`src/design/asc_pkg.sv`:
```
`timescale 1ns / 1ps
// Package for the converter scan and calibration block.
// Holds opcodes, fixed-point widths, the pipeline enable type and the mux code table.
package asc_pkg;

    // Item kinds carried on the input channel.
    typedef logic [1:0] t_opcode;
    localparam t_opcode OP_SAMPLE    = 2'd0;
    localparam t_opcode OP_WR_GAIN   = 2'd1;
    localparam t_opcode OP_WR_OFFSET = 2'd2;

    // Field widths.
    localparam int CH_W      = 6;
    localparam int RAW_W     = 16;
    localparam int COEF_W    = 32;
    localparam int MUX_W     = 8;
    localparam int MAG_W     = 13;
    localparam int CODE_W    = MAG_W + 1;
    localparam int PROD_W    = CODE_W + COEF_W;
    localparam int FRAC_DROP = 8;
    localparam int SCALED_W  = PROD_W - FRAC_DROP;
    localparam int SUM_W     = SCALED_W + 1;

    // Default channel count and coefficient reset values.
    localparam int NUM_CHANNELS_DEF = 33;
    localparam logic [COEF_W-1:0] GAIN_ONE   = 32'h0100_0000;
    localparam logic [COEF_W-1:0] OFFSET_ZERO = 32'h0000_0000;
    localparam logic [PROD_W-1:0] ROUND_HALF = PROD_W'(128);

    // Saturation limits of the Q16.16 result.
    localparam logic [COEF_W-1:0] SAT_POS = 32'h7FFF_FFFF;
    localparam logic [COEF_W-1:0] SAT_NEG = 32'h8000_0000;

    // Multiplexer select byte per channel; channels past the table select zero.
    localparam int MUX_LEN = 33;
    localparam logic [MUX_W-1:0] MUX_CODES [MUX_LEN] = '{
        8'h80, 8'h81, 8'h82, 8'h83, 8'h84, 8'h85, 8'h86,
        8'h40, 8'h41, 8'h42, 8'h43, 8'h44, 8'h45, 8'h46,
        8'h20, 8'h21, 8'h22, 8'h23, 8'h24, 8'h25, 8'h26,
        8'h10, 8'h11, 8'h12, 8'h13, 8'h14, 8'h15, 8'h16,
        8'h87, 8'h47, 8'h27, 8'h17, 8'h00
    };

    // Stage load enables from the pipeline control to the datapath.
    typedef struct packed {
        logic ld_a;
        logic ld_b;
        logic ld_c;
    } t_pipe_en;

    function automatic logic [MUX_W-1:0] mux_of(input logic [CH_W-1:0] ch);
        logic [MUX_W-1:0] code;
        code = '0;
        if (32'(ch) < MUX_LEN) begin
            code = MUX_CODES[ch];
        end
        return code;
    endfunction

endpackage

```
`src/design/asc_coeff_store.sv`:
```
`timescale 1ns / 1ps
// Gain and offset tables, one entry per channel, with registered read.
// Depends on asc_pkg; entries never written read as gain one and offset zero.
module asc_coeff_store import asc_pkg::*; #(
    parameter int NUM_CHANNELS = NUM_CHANNELS_DEF,
    parameter int IDX_W        = $clog2(NUM_CHANNELS)
) (
    input  logic              i_clk,
    input  logic              i_rst_n,
    input  logic              i_gain_we,
    input  logic              i_offset_we,
    input  logic [IDX_W-1:0]  i_wr_addr,
    input  logic [COEF_W-1:0] i_wr_data,
    input  logic              i_rd_en,
    input  logic [IDX_W-1:0]  i_rd_addr,
    output logic [COEF_W-1:0] o_gain,
    output logic [COEF_W-1:0] o_offset
);

    logic [COEF_W-1:0] r_gain_mem   [NUM_CHANNELS];
    logic [COEF_W-1:0] r_offset_mem [NUM_CHANNELS];
    logic [NUM_CHANNELS-1:0] r_gain_vld;
    logic [NUM_CHANNELS-1:0] r_offset_vld;
    logic [COEF_W-1:0] r_rd_gain;
    logic [COEF_W-1:0] r_rd_offset;
    logic              r_rd_gain_vld;
    logic              r_rd_offset_vld;

    // Per-entry written flags; reset returns every entry to its default.
    always_ff @(posedge i_clk) begin
        if (!i_rst_n) begin
            r_gain_vld   <= '0;
            r_offset_vld <= '0;
        end else begin
            if (i_gain_we) begin
                r_gain_vld[i_wr_addr] <= 1'b1;
            end
            if (i_offset_we) begin
                r_offset_vld[i_wr_addr] <= 1'b1;
            end
        end
    end

    // Table write port.
    always_ff @(posedge i_clk) begin
        if (i_gain_we) begin
            r_gain_mem[i_wr_addr] <= i_wr_data;
        end
        if (i_offset_we) begin
            r_offset_mem[i_wr_addr] <= i_wr_data;
        end
    end

    // Registered read of the scanned channel's entries.
    always_ff @(posedge i_clk) begin
        if (i_rd_en) begin
            r_rd_gain       <= r_gain_mem[i_rd_addr];
            r_rd_offset     <= r_offset_mem[i_rd_addr];
            r_rd_gain_vld   <= r_gain_vld[i_rd_addr];
            r_rd_offset_vld <= r_offset_vld[i_rd_addr];
        end
    end

    assign o_gain   = r_rd_gain_vld ? r_rd_gain : GAIN_ONE;
    assign o_offset = r_rd_offset_vld ? r_rd_offset : OFFSET_ZERO;

endmodule

```
`src/design/asc_cal_datapath.sv`:
```
`timescale 1ns / 1ps
// Decode, gain multiply, rounding, offset add and saturation over two stages.
// Depends on asc_pkg; stage loads come from the top-level pipeline control.
module asc_cal_datapath import asc_pkg::*; (
    input  logic                     i_clk,
    input  t_pipe_en                 i_en,
    input  logic                     i_sample,
    input  logic                     i_read_ok,
    input  logic [RAW_W-1:0]         i_raw_word,
    input  logic [CH_W-1:0]          i_channel,
    input  logic [MUX_W-1:0]         i_mux_code,
    input  logic [COEF_W-1:0]        i_gain,
    input  logic [COEF_W-1:0]        i_offset,
    output logic [CH_W-1:0]          o_channel,
    output logic signed [COEF_W-1:0] o_calibrated_value,
    output logic                     o_value_valid,
    output logic [MUX_W-1:0]         o_next_mux_code
);

    logic [MAG_W-1:0]         w_neg_mag;
    logic signed [CODE_W-1:0] w_code;
    logic signed [PROD_W-1:0] w_prod;
    logic                     w_word_ok;

    logic signed [PROD_W-1:0] r_b_prod;
    logic [COEF_W-1:0]        r_b_offset;
    logic                     r_b_valid;
    logic [CH_W-1:0]          r_b_channel;
    logic [MUX_W-1:0]         r_b_mux;

    logic signed [PROD_W-1:0]   w_rounded;
    logic signed [SCALED_W-1:0] w_scaled;
    logic signed [SUM_W-1:0]    w_sum;
    logic                       w_in_range;
    logic [COEF_W-1:0]          w_value;

    // Word check and sign-magnitude decode; a set sign bit with zero low bits gives zero.
    assign w_word_ok = i_sample && i_read_ok && (i_raw_word[RAW_W-1:RAW_W-2] == 2'b00);
    assign w_neg_mag = MAG_W'(0) - i_raw_word[MAG_W-1:0];
    assign w_code    = i_raw_word[MAG_W] ? -$signed({1'b0, w_neg_mag})
                                         : $signed({1'b0, i_raw_word[MAG_W-1:0]});
    assign w_prod    = w_code * $signed(i_gain);

    // Product stage.
    always_ff @(posedge i_clk) begin
        if (i_en.ld_b) begin
            r_b_prod    <= w_prod;
            r_b_offset  <= i_offset;
            r_b_valid   <= w_word_ok;
            r_b_channel <= i_channel;
            r_b_mux     <= i_mux_code;
        end
    end

    // Round half up to Q16.16, add offset, clamp to 32 bits.
    assign w_rounded  = r_b_prod + $signed(ROUND_HALF);
    assign w_scaled   = w_rounded[PROD_W-1:FRAC_DROP];
    assign w_sum      = SUM_W'(w_scaled) + SUM_W'($signed(r_b_offset));
    assign w_in_range = (&w_sum[SUM_W-1:COEF_W-1]) || !(|w_sum[SUM_W-1:COEF_W-1]);
    always_comb begin
        if (!r_b_valid) begin
            w_value = '0;
        end else if (w_in_range) begin
            w_value = w_sum[COEF_W-1:0];
        end else begin
            w_value = w_sum[SUM_W-1] ? SAT_NEG : SAT_POS;
        end
    end

    // Result register.
    always_ff @(posedge i_clk) begin
        if (i_en.ld_c) begin
            o_calibrated_value <= $signed(w_value);
            o_value_valid      <= r_b_valid;
            o_channel          <= r_b_channel;
            o_next_mux_code    <= r_b_mux;
        end
    end

endmodule

```
`src/design/adc_scan_calibrate.sv`:
```
`timescale 1ns / 1ps
// Top level of the converter scan and calibration block.
// Depends on asc_pkg, asc_coeff_store and asc_cal_datapath.
//
//  Channel  Direction  Handshake            Word
//  input    in         i_valid / o_stall    opcode, raw word, read flag, coeff index/value
//  output   out        o_valid / i_stall    channel, calibrated value, valid flag, mux code
//
// One word is accepted per cycle while o_stall is low; each result passes through the
// table read, product and result register stages.
// Reset clears the scan channel to 0, the pipeline valids and the table written
// flags, so every table entry reads as gain one and offset zero; no clearing pass.
// A stalled output holds its word; stall backs up through the three stages and
// o_stall rises only when all of them are full.
module adc_scan_calibrate import asc_pkg::*; #(
    parameter int NUM_CHANNELS = NUM_CHANNELS_DEF
) (
    input  logic                     i_clk,
    input  logic                     i_rst_n,
    input  logic                     i_valid,
    output logic                     o_stall,
    input  logic [1:0]               i_opcode,
    input  logic [RAW_W-1:0]         i_raw_word,
    input  logic                     i_read_ok,
    input  logic [CH_W-1:0]          i_coeff_index,
    input  logic signed [COEF_W-1:0] i_coeff_value,
    output logic                     o_valid,
    input  logic                     i_stall,
    output logic [CH_W-1:0]          o_channel,
    output logic signed [COEF_W-1:0] o_calibrated_value,
    output logic                     o_value_valid,
    output logic [MUX_W-1:0]         o_next_mux_code
);

    localparam int IDX_W = $clog2(NUM_CHANNELS);

    logic             r_a_vld;
    logic             r_b_vld;
    logic             r_c_vld;
    logic [IDX_W-1:0] r_scan;
    logic [IDX_W-1:0] n_scan;

    logic             r_a_sample;
    logic             r_a_read_ok;
    logic [RAW_W-1:0] r_a_raw;
    logic [CH_W-1:0]  r_a_channel;
    logic [MUX_W-1:0] r_a_mux;

    logic              w_rdy_a;
    logic              w_rdy_b;
    logic              w_rdy_c;
    logic              w_accept;
    logic              w_is_sample;
    logic              w_idx_ok;
    logic [COEF_W-1:0] w_gain;
    logic [COEF_W-1:0] w_offset;
    t_pipe_en          w_en;

    // Pipeline flow control: a stage loads when it is empty or the one after it frees up.
    assign w_rdy_c  = !r_c_vld || !i_stall;
    assign w_rdy_b  = !r_b_vld || w_rdy_c;
    assign w_rdy_a  = !r_a_vld || w_rdy_b;
    assign w_accept = i_valid && w_rdy_a;
    assign o_stall  = !w_rdy_a;
    assign o_valid  = r_c_vld;

    assign w_en.ld_a = w_accept;
    assign w_en.ld_b = w_rdy_b;
    assign w_en.ld_c = w_rdy_c;

    always_ff @(posedge i_clk) begin
        if (!i_rst_n) begin
            r_a_vld <= 1'b0;
            r_b_vld <= 1'b0;
            r_c_vld <= 1'b0;
        end else begin
            if (w_rdy_a) begin
                r_a_vld <= i_valid;
            end
            if (w_rdy_b) begin
                r_b_vld <= r_a_vld;
            end
            if (w_rdy_c) begin
                r_c_vld <= r_b_vld;
            end
        end
    end

    // Round-robin scan pointer; only sample words move it.
    assign w_is_sample = (i_opcode == OP_SAMPLE);
    assign n_scan = (r_scan == IDX_W'(NUM_CHANNELS - 1)) ? '0 : r_scan + 1'b1;

    always_ff @(posedge i_clk) begin
        if (!i_rst_n) begin
            r_scan <= '0;
        end else if (w_accept && w_is_sample) begin
            r_scan <= n_scan;
        end
    end

    // Input stage register, loaded alongside the table read.
    always_ff @(posedge i_clk) begin
        if (w_accept) begin
            r_a_sample  <= w_is_sample;
            r_a_read_ok <= i_read_ok;
            r_a_raw     <= i_raw_word;
            r_a_channel <= CH_W'(r_scan);
            r_a_mux     <= mux_of(CH_W'(w_is_sample ? n_scan : r_scan));
        end
    end

    // Coefficient writes land at accept, so a later sample always sees them.
    assign w_idx_ok = ({1'b0, i_coeff_index} < (CH_W + 1)'(NUM_CHANNELS));

    asc_coeff_store #(
        .NUM_CHANNELS (NUM_CHANNELS),
        .IDX_W        (IDX_W)
    ) u_store (
        .i_clk       (i_clk),
        .i_rst_n     (i_rst_n),
        .i_gain_we   (w_accept && w_idx_ok && (i_opcode == OP_WR_GAIN)),
        .i_offset_we (w_accept && w_idx_ok && (i_opcode == OP_WR_OFFSET)),
        .i_wr_addr   (i_coeff_index[IDX_W-1:0]),
        .i_wr_data   (i_coeff_value),
        .i_rd_en     (w_en.ld_a),
        .i_rd_addr   (r_scan),
        .o_gain      (w_gain),
        .o_offset    (w_offset)
    );

    asc_cal_datapath u_dp (
        .i_clk              (i_clk),
        .i_en               (w_en),
        .i_sample           (r_a_sample),
        .i_read_ok          (r_a_read_ok),
        .i_raw_word         (r_a_raw),
        .i_channel          (r_a_channel),
        .i_mux_code         (r_a_mux),
        .i_gain             (w_gain),
        .i_offset           (w_offset),
        .o_channel          (o_channel),
        .o_calibrated_value (o_calibrated_value),
        .o_value_valid      (o_value_valid),
        .o_next_mux_code    (o_next_mux_code)
    );

    // The input side stalls only when the output word is held.
    a_stall_only_when_full: assert property (@(posedge i_clk) disable iff (!i_rst_n)
        o_stall |-> (o_valid && i_stall))
        else $error("input stalled while output stage could move");

    // The scan pointer never leaves the channel range.
    a_scan_in_range: assert property (@(posedge i_clk) disable iff (!i_rst_n)
        (32'(r_scan) < NUM_CHANNELS))
        else $error("scan channel out of range");

    // A rejected sample or a table write shows a zero value.
    a_invalid_is_zero: assert property (@(posedge i_clk) disable iff (!i_rst_n)
        (o_valid && !o_value_valid) |-> (o_calibrated_value == '0))
        else $error("nonzero value on an invalid result");

    // Table writes and unused opcodes leave the scan where it is.
    a_write_holds_scan: assert property (@(posedge i_clk) disable iff (!i_rst_n)
        (w_accept && !w_is_sample) |=> $stable(r_scan))
        else $error("scan moved on a non-sample word");

endmodule

```
`config.mk`:
```
export PLATFORM = sky130hd
export DESIGN_NAME = adc_scan_calibrate
export DESIGN_NICKNAME = d
export VERILOG_FILES = /design/src/design/asc_pkg.sv /design/src/design/asc_coeff_store.sv /design/src/design/asc_cal_datapath.sv /design/src/design/adc_scan_calibrate.sv
export SDC_FILE = /design/constraint.sdc
export NUM_CORES = 2
export LEC_CHECK = 0
export ABC_AREA = 1
export BUFFER_PORTS_ARGS = -buffer_cell sky130_fd_sc_hd__buf_2
export CORE_MARGIN = 2
export CORE_UTILIZATION = 60
export CTS_BUF_LIST = sky130_fd_sc_hd__clkbuf_16
export DETAILED_ROUTE_END_ITERATION = 10
export PLACE_DENSITY = 0.76
export SETUP_SLACK_MARGIN = 0.02
export SLEW_MARGIN = 20
export SYNTH_ARGS = -nofsm -noshare
export SYNTH_HDL_FRONTEND = slang
export SYNTH_SLANG_ARGS = --single-unit
```
`constraint.sdc`:
```
create_clock -name i_clk -period 17.33 [get_ports i_clk]
set_input_delay 3.466 -clock i_clk [delete_from_list [all_inputs] [get_ports i_clk]]
set_output_delay 3.466 -clock i_clk [all_outputs]
set_load 0.01 [all_outputs]
```
== Yosys cells after proc, flatten, opt, wreduce, memory -nomap -nowiden ==
Memory sizes are Yosys's and may differ from the RTL's. A register that Yosys moved wholly into a read port is not among the register bits.
Cells that the tools add are included.
Storage, ports and cells
  bits in registers: 241
  memory bits (writable): 2112
  bits in read-only memories: 512
  word-level logic and storage cells: 80
  memories kept: 3
Cells by class
  add/sub/neg operators: 5
  multipliers: 1
  magnitude comparators: 5
  equality and inequality tests: 3
  mux-type cells: 16
  bitwise gates (word level): 3
  reductions and logical operators: 23
Memories
  u_store.r_gain_mem: depth 33, bits a word 32, rd ports 1, clocked after memory_dff 1, wr ports 1, line asc_coeff_store.sv:20  | logic [COEF_W-1:0] r_gain_mem [NUM_CHANNELS];
  u_store.r_offset_mem: depth 33, bits a word 32, rd ports 1, clocked after memory_dff 1, wr ports 1, line asc_coeff_store.sv:21  | logic [COEF_W-1:0] r_offset_mem [NUM_CHANNELS];
  (no name shown): depth 64, bits a word 8, rd ports 1, clocked after memory_dff 1, wr ports 0, line asc_pkg.sv:55  | code = MUX_CODES[ch];
Operators with widths (count)
  two-way mux 32 bit: 3
  OR 33 bit: 2
  adder 46 x 9 -> 46 bit, second input constant: 1
  multiplier 14 x 32 -> 46 bit: 1
  adder 38 x 32 -> 39 bit: 1
  < comparator 6 x 7 -> 1 bit, second input constant: 2
  two-way mux 14 bit: 1
  negation 13 -> 14 bit: 1
  subtractor 1 x 13 -> 13 bit, first input constant: 1
  binary-select mux 1 bit (select 6 bit): 2
  < comparator 6 bit, second input constant: 2
  two-way mux 6 bit: 2
  logical AND 1 bit: 8
  AND reduction 8 bit: 1
  OR reduction 8 bit: 1
  logical NOT 1 bit: 7
  two-way mux 1 bit: 7
  NOT 6 -> 7 bit: 1
  adder 6 x 1 -> 6 bit, second input constant: 1
  demux 1 bit (select 6 bit): 1
  equality test 6 bit, second input constant: 1
  greater-or-equal comparator 6 x 1 -> 1 bit, second input constant: 1
  logical NOT 2 bit: 2
  logical OR 1 bit: 4
  2 further kinds: 2

== Longest topological paths before layout ==
  depth after elaboration: 9
  depth in mapped cells: 40

== By module ==
A second synthesis with hierarchy kept.
Unflattened totals
  cell total of the unflattened synthesis: 10851
  area, all modules: 116221.5 um^2
Modules (own cells, without submodules)
  asc_coeff_store: times used 1, cells each 7664, area each 89922.5 um^2
  asc_cal_datapath: times used 1, cells each 2991, area each 24347.1 um^2
  adc_scan_calibrate: times used 1, cells each 196, area each 1951.9 um^2

== Worst setup path before layout ==
Ideal clock, no wire load.
  kind: input to register
  start: in i_stall
  end: mem u_store.r_gain_mem[0][0], enable pin
  arrival: 13.432 ns
  data required time: 16.907 ns
  path slack: 3.475 ns
  stages: 8
  buffers on the path: 1
  cell sequence: nand2_1 > nor2_1 > inv_1 > nor2_1 > nor2_1 > nand4_1 > clkbuf_1 > nor2_1
Between the ends
  cells in the longest elaborated chain, start to end: 9
RTL lines
  start: declaration: line adc_scan_calibrate.sv:28  | input logic i_stall,
  logical NOT 1 bit: line adc_scan_calibrate.sv:60  | assign w_rdy_c = !r_c_vld || !i_stall;
  logical OR 1 bit: line adc_scan_calibrate.sv:60
  logical OR 1 bit: line adc_scan_calibrate.sv:61  | assign w_rdy_b = !r_b_vld || w_rdy_c;
  via w_rdy_b: line adc_scan_calibrate.sv:50  | logic w_rdy_b;
  logical OR 1 bit: line adc_scan_calibrate.sv:62  | assign w_rdy_a = !r_a_vld || w_rdy_b;
  logical AND 1 bit: line adc_scan_calibrate.sv:63  | assign w_accept = i_valid && w_rdy_a;
  via u_store.i_rd_en: line asc_coeff_store.sv:14  | input logic i_rd_en,
  logical AND 1 bit (2 in series): line adc_scan_calibrate.sv:121  | .i_gain_we (w_accept && w_idx_ok && (i_opcode == OP_WR_GAIN)),
  two-way mux 1 bit: line asc_coeff_store.sv:46  | if (i_gain_we) begin
  two-way mux 1 bit (implied by the code): line asc_coeff_store.sv:47  | r_gain_mem[i_wr_addr] <= i_wr_data;
  end: declaration: line asc_coeff_store.sv:20
The timed path passes the listed nets, and every way through them passes these cells.

== Worst setup path in the final report ==
  start: reg r_a_raw[0]
  end: reg u_dp.r_b_prod[44], data pin
Between the ends
  cells in the longest elaborated chain, start to end: 4
RTL lines
  start: declaration: line adc_scan_calibrate.sv:45  | logic [RAW_W-1:0] r_a_raw;
  start signal: assignment: line adc_scan_calibrate.sv:106  | r_a_raw <= i_raw_word;
  subtractor 1 x 13 -> 13 bit: line asc_cal_datapath.sv:39  | assign w_neg_mag = MAG_W'(0) - i_raw_word[MAG_W-1:0];
  negation 13 -> 14 bit: line asc_cal_datapath.sv:40  | assign w_code = i_raw_word[MAG_W] ? -$signed({1'b0, w_neg_mag})
  two-way mux 14 bit *: line asc_cal_datapath.sv:40
  multiplier 14 x 32 -> 46 bit *: line asc_cal_datapath.sv:42  | assign w_prod = w_code * $signed(i_gain);
  via u_dp.w_prod[44]: line asc_cal_datapath.sv:22  | logic signed [PROD_W-1:0] w_prod;
  end signal: assignment: line asc_cal_datapath.sv:47  | r_b_prod <= w_prod;
  end: declaration: line asc_cal_datapath.sv:25  | logic signed [PROD_W-1:0] r_b_prod;
Mark *: on every way through the listed nets, which the timed path passes. The rest lies on a longest branch.
A chain may end at the register's enable or synchronous reset.

==> out/metrics.csv <==
metric;value;unit
status;completed;
syn_avg_cell_area;11.9;um^2
grt_pass1_wl;463;mm
drive_above_1_share;7.40;%
setup_viol;0;
tns;0;ps
clock_path_buffers;3;
drt-initial-drc-count;10700;
ys_seq_elements;2415;
yosys.area_share.simple;10.3;%
synth_flop_cell;edfxtp_1;
portBuffers;108;
placed_cell_area;116000;um^2
synth_enable_flop_cells;2340;
via_count;76900;
avgRoutedWirePerCell;26.0;um
nFillCells;13100;
yosysWarnings;0;
worstSetupStartpointType;register;
rsz0062_at_grt;false;
syn-cell-area;112000;um^2
reg2reg_slack;8850;ps
synth_cells;9471;
cp-end-kind;register;
ys_top_cells_by_count;2340 x edfxtp_1, 1490 x nor2_1, 1121 x o21ai_0;
grt_max_degree;196;
post_cts_buffers;0;
critPathMaxStageDelay;590;ps
yosysTopAreaCell;edfxtp_1;
cts_tree;done;
synthArstFlopShare;0;%
grtUsageTotal;32.5;%
drc;0;
yosys-top-cells-area;edfxtp_1 63%, fa_1 7.3%, o21ai_0 5.0%;
worstPathRequired;17950;ps
min_path_type;reg -> reg;
cts_hold_buffers;0;
critPathKind;reg -> reg;
fin_nets;10000;
htree_num_levels;4;
worst_hold_slack;417;ps
maxCapViolCount;0;
place_congestion;0.965;
coreArea;186000;um^2
place.detailed.hpwl;177;mm
worstHoldStart;u_dp.r_b_mux[4]$_DFFE_PP_;
r2r-start;r_a_raw[0]$_DFFE_PP_;
drt_wl_total;315;mm
grt_antenna_before_repair;18;
via_per_inst;6.35;
num_rows;158;
final-seq-area;71800;um^2
irDropWorstVdd;0.400;mV
start_util;60.5;%
cts_root_buf;clkbuf_16;
post_cts_resized;0;
r2r_end;u_dp.r_b_prod[44]$_DFFE_PP_;
worstMarginPinSlew;1050;ps
clock_skew;41.0;ps
yosysUniqueCellTypes;59;
muxShareOfSynthArea;0.0178;%
synth_top_family_by_area;compound AO/OA/AOI/OAI gates;
io-pin-count;110;
grt_pass1_vias;75600;
clk_pin_slew;60;ps
synth_most_common_cell;edfxtp_1;
crit_fanout;31;
design_area;123000;um^2
area_growth;9.70;%
die_width;437;um
dr.pass1.iters;6;
synthAdderAreaFrac;8.97;%
worstPathArrival;9100;ps
netlist.area_leader.share;62.6;%
insertion_delay;900;ps
ys_seq_area_share;63.9;%
hold_viol;0;
drv_slew;0;
power_density;142;nW/um^2
overflow;0;
synth_compound_area_share;11.3;%
max_freq;118;MHz
synth_nets;10100;
die_area;191000;um^2
cts_buffers;226;
total_leakage_power;0.0445;uW
synth_xor_area_share;1.03;%
die_height;437;um
crit_start;r_a_raw[0]$_DFFE_PP_;
period_needed;8480;ps
drt.antenna.violating_nets;0;
crit_slowest_cell;nand2_2;
relSlewSlack;30.3;%
final_util;66.4;%
critPathCapture;u_dp.r_b_prod[44]$_DFFE_PP_;
reg2reg_depth;31;
cts.sinks;2415;
multi_input_area;36000;um^2
p_total;17500;uW
period_share;48.9;%
==> worst min path at each step <==
stage,endpoint,cells past startpoint
2_1_floorplan,u_dp.o_channel[0]$_DFFE_PP_,0
3_3_place_gp,u_dp.r_b_mux[5]$_DFFE_PP_,0
3_5_place_dp,u_dp.o_next_mux_code[4]$_DFFE_PP_,0
4_1_cts,u_dp.o_next_mux_code[2]$_DFFE_PP_,0
5_1_grt,u_dp.o_next_mux_code[2]$_DFFE_PP_,0
6_report,u_dp.o_next_mux_code[4]$_DFFE_PP_,0
==> cells in the final DEF, fill, tap and decap left out, types with 38 or more instances in the layout <==
master,instances
edfxtp_1,2340
nor2_1,1422
o21ai_0,1121
nand2_1,1006
inv_1,793
fa_1,411
o22ai_1,331
nand3_1,235
clkbuf_16,231
a21oi_1,228
o221ai_1,198
buf_4,154
ha_1,148
xor2_1,85
buf_2,84
clkinv_1,77
nand4_1,76
o21a_1,74
nor2_4,70
dfxtp_1,69
o211ai_1,68
a31oi_1,59
a22o_1,42
xnor2_1,41
clkinv_2,38
==> flip-flops by register name (all words and copies together), names as in the netlist, 6 cells and up <==
| register | count |
|---|---|
| r_a_mux | 7 |
| r_scan | 6 |
| u_dp.o_next_mux_code | 7 |
| u_store.r_offset_mem | 1056 |
| u_dp.r_b_mux | 7 |
| u_store.r_rd_offset | 32 |
| u_store.r_offset_vld | 33 |
| u_dp.o_calibrated_value | 32 |
| r_a_channel | 6 |
| u_store.r_rd_gain | 32 |
| u_dp.o_channel | 6 |
| r_a_raw | 16 |
| u_dp.r_b_channel | 6 |
| u_dp.r_b_prod | 39 |
| u_dp.r_b_offset | 32 |
| u_store.r_gain_mem | 1056 |
| u_store.r_gain_vld | 33 |
==> through the flow <==
stage / instances / setup slack, ps
2_1_floorplan: 9471 / 3480
3_3_place_gp: 11700 / 8820
3_5_place_dp: 11700 / 8800
4_1_cts: 12100 / 8820
5_1_grt: 12100 / 8290
6_report: 12100 / 8850
==> logic make-up after synthesis <==
logic type	after synthesis
simple gates	2895
flops	2415
compound gates	2157
buf+inv	1313
fa+ha+maj	559
xor+xnor	129
mux	2
other cells	1
==> metal layers <==
| layer | vias up | share of wire, % | routed length (um) | track usage, % |
|---|---|---|---|---|
| met3 | 918 | 11 | 34100 | 6.18 |
| met2 | 4937 | 48 | 151000 | 52.5 |
| met1 | 37600 | 36 | 114000 | 42.7 |
| li1 | 33400 | - | - | - |
| met5 | - | 0.013 | 40 | 0 |
| met4 | 6 | 4.9 | 15400 | 16.1 |
==> worst max-delay path, delay by kind of cell (launching register included) <==
kind,cells,cell delay (ps)
simple gates,12,2130
buf+inv,6,740
xor+xnor,2,310
fa+ha+maj,8,3650
compound gates,3,800
flops,1,540
==> final cells by class <==
type,instances,area share [%]
flip-flops and latches,2415,58.3
repair buffers,250,1.47
clock buffers,231,4.69
diodes,13,0.0264
multi-input cells,5743,29.2
well taps,2480,2.52
clock inverters,196,1.39
inverters,783,2.41
==> power breakdown <==
part	leakage [uW]	internal, uW	total, uW	switching (uW)
combinational	0.0187	1930	5750	3830
sequential	0.0220	6680	6770	89.5
clock	0.00382	2790	4960	2170
total	0.0445	11400	17500	6080
Power figures use the tool's default switching activity.
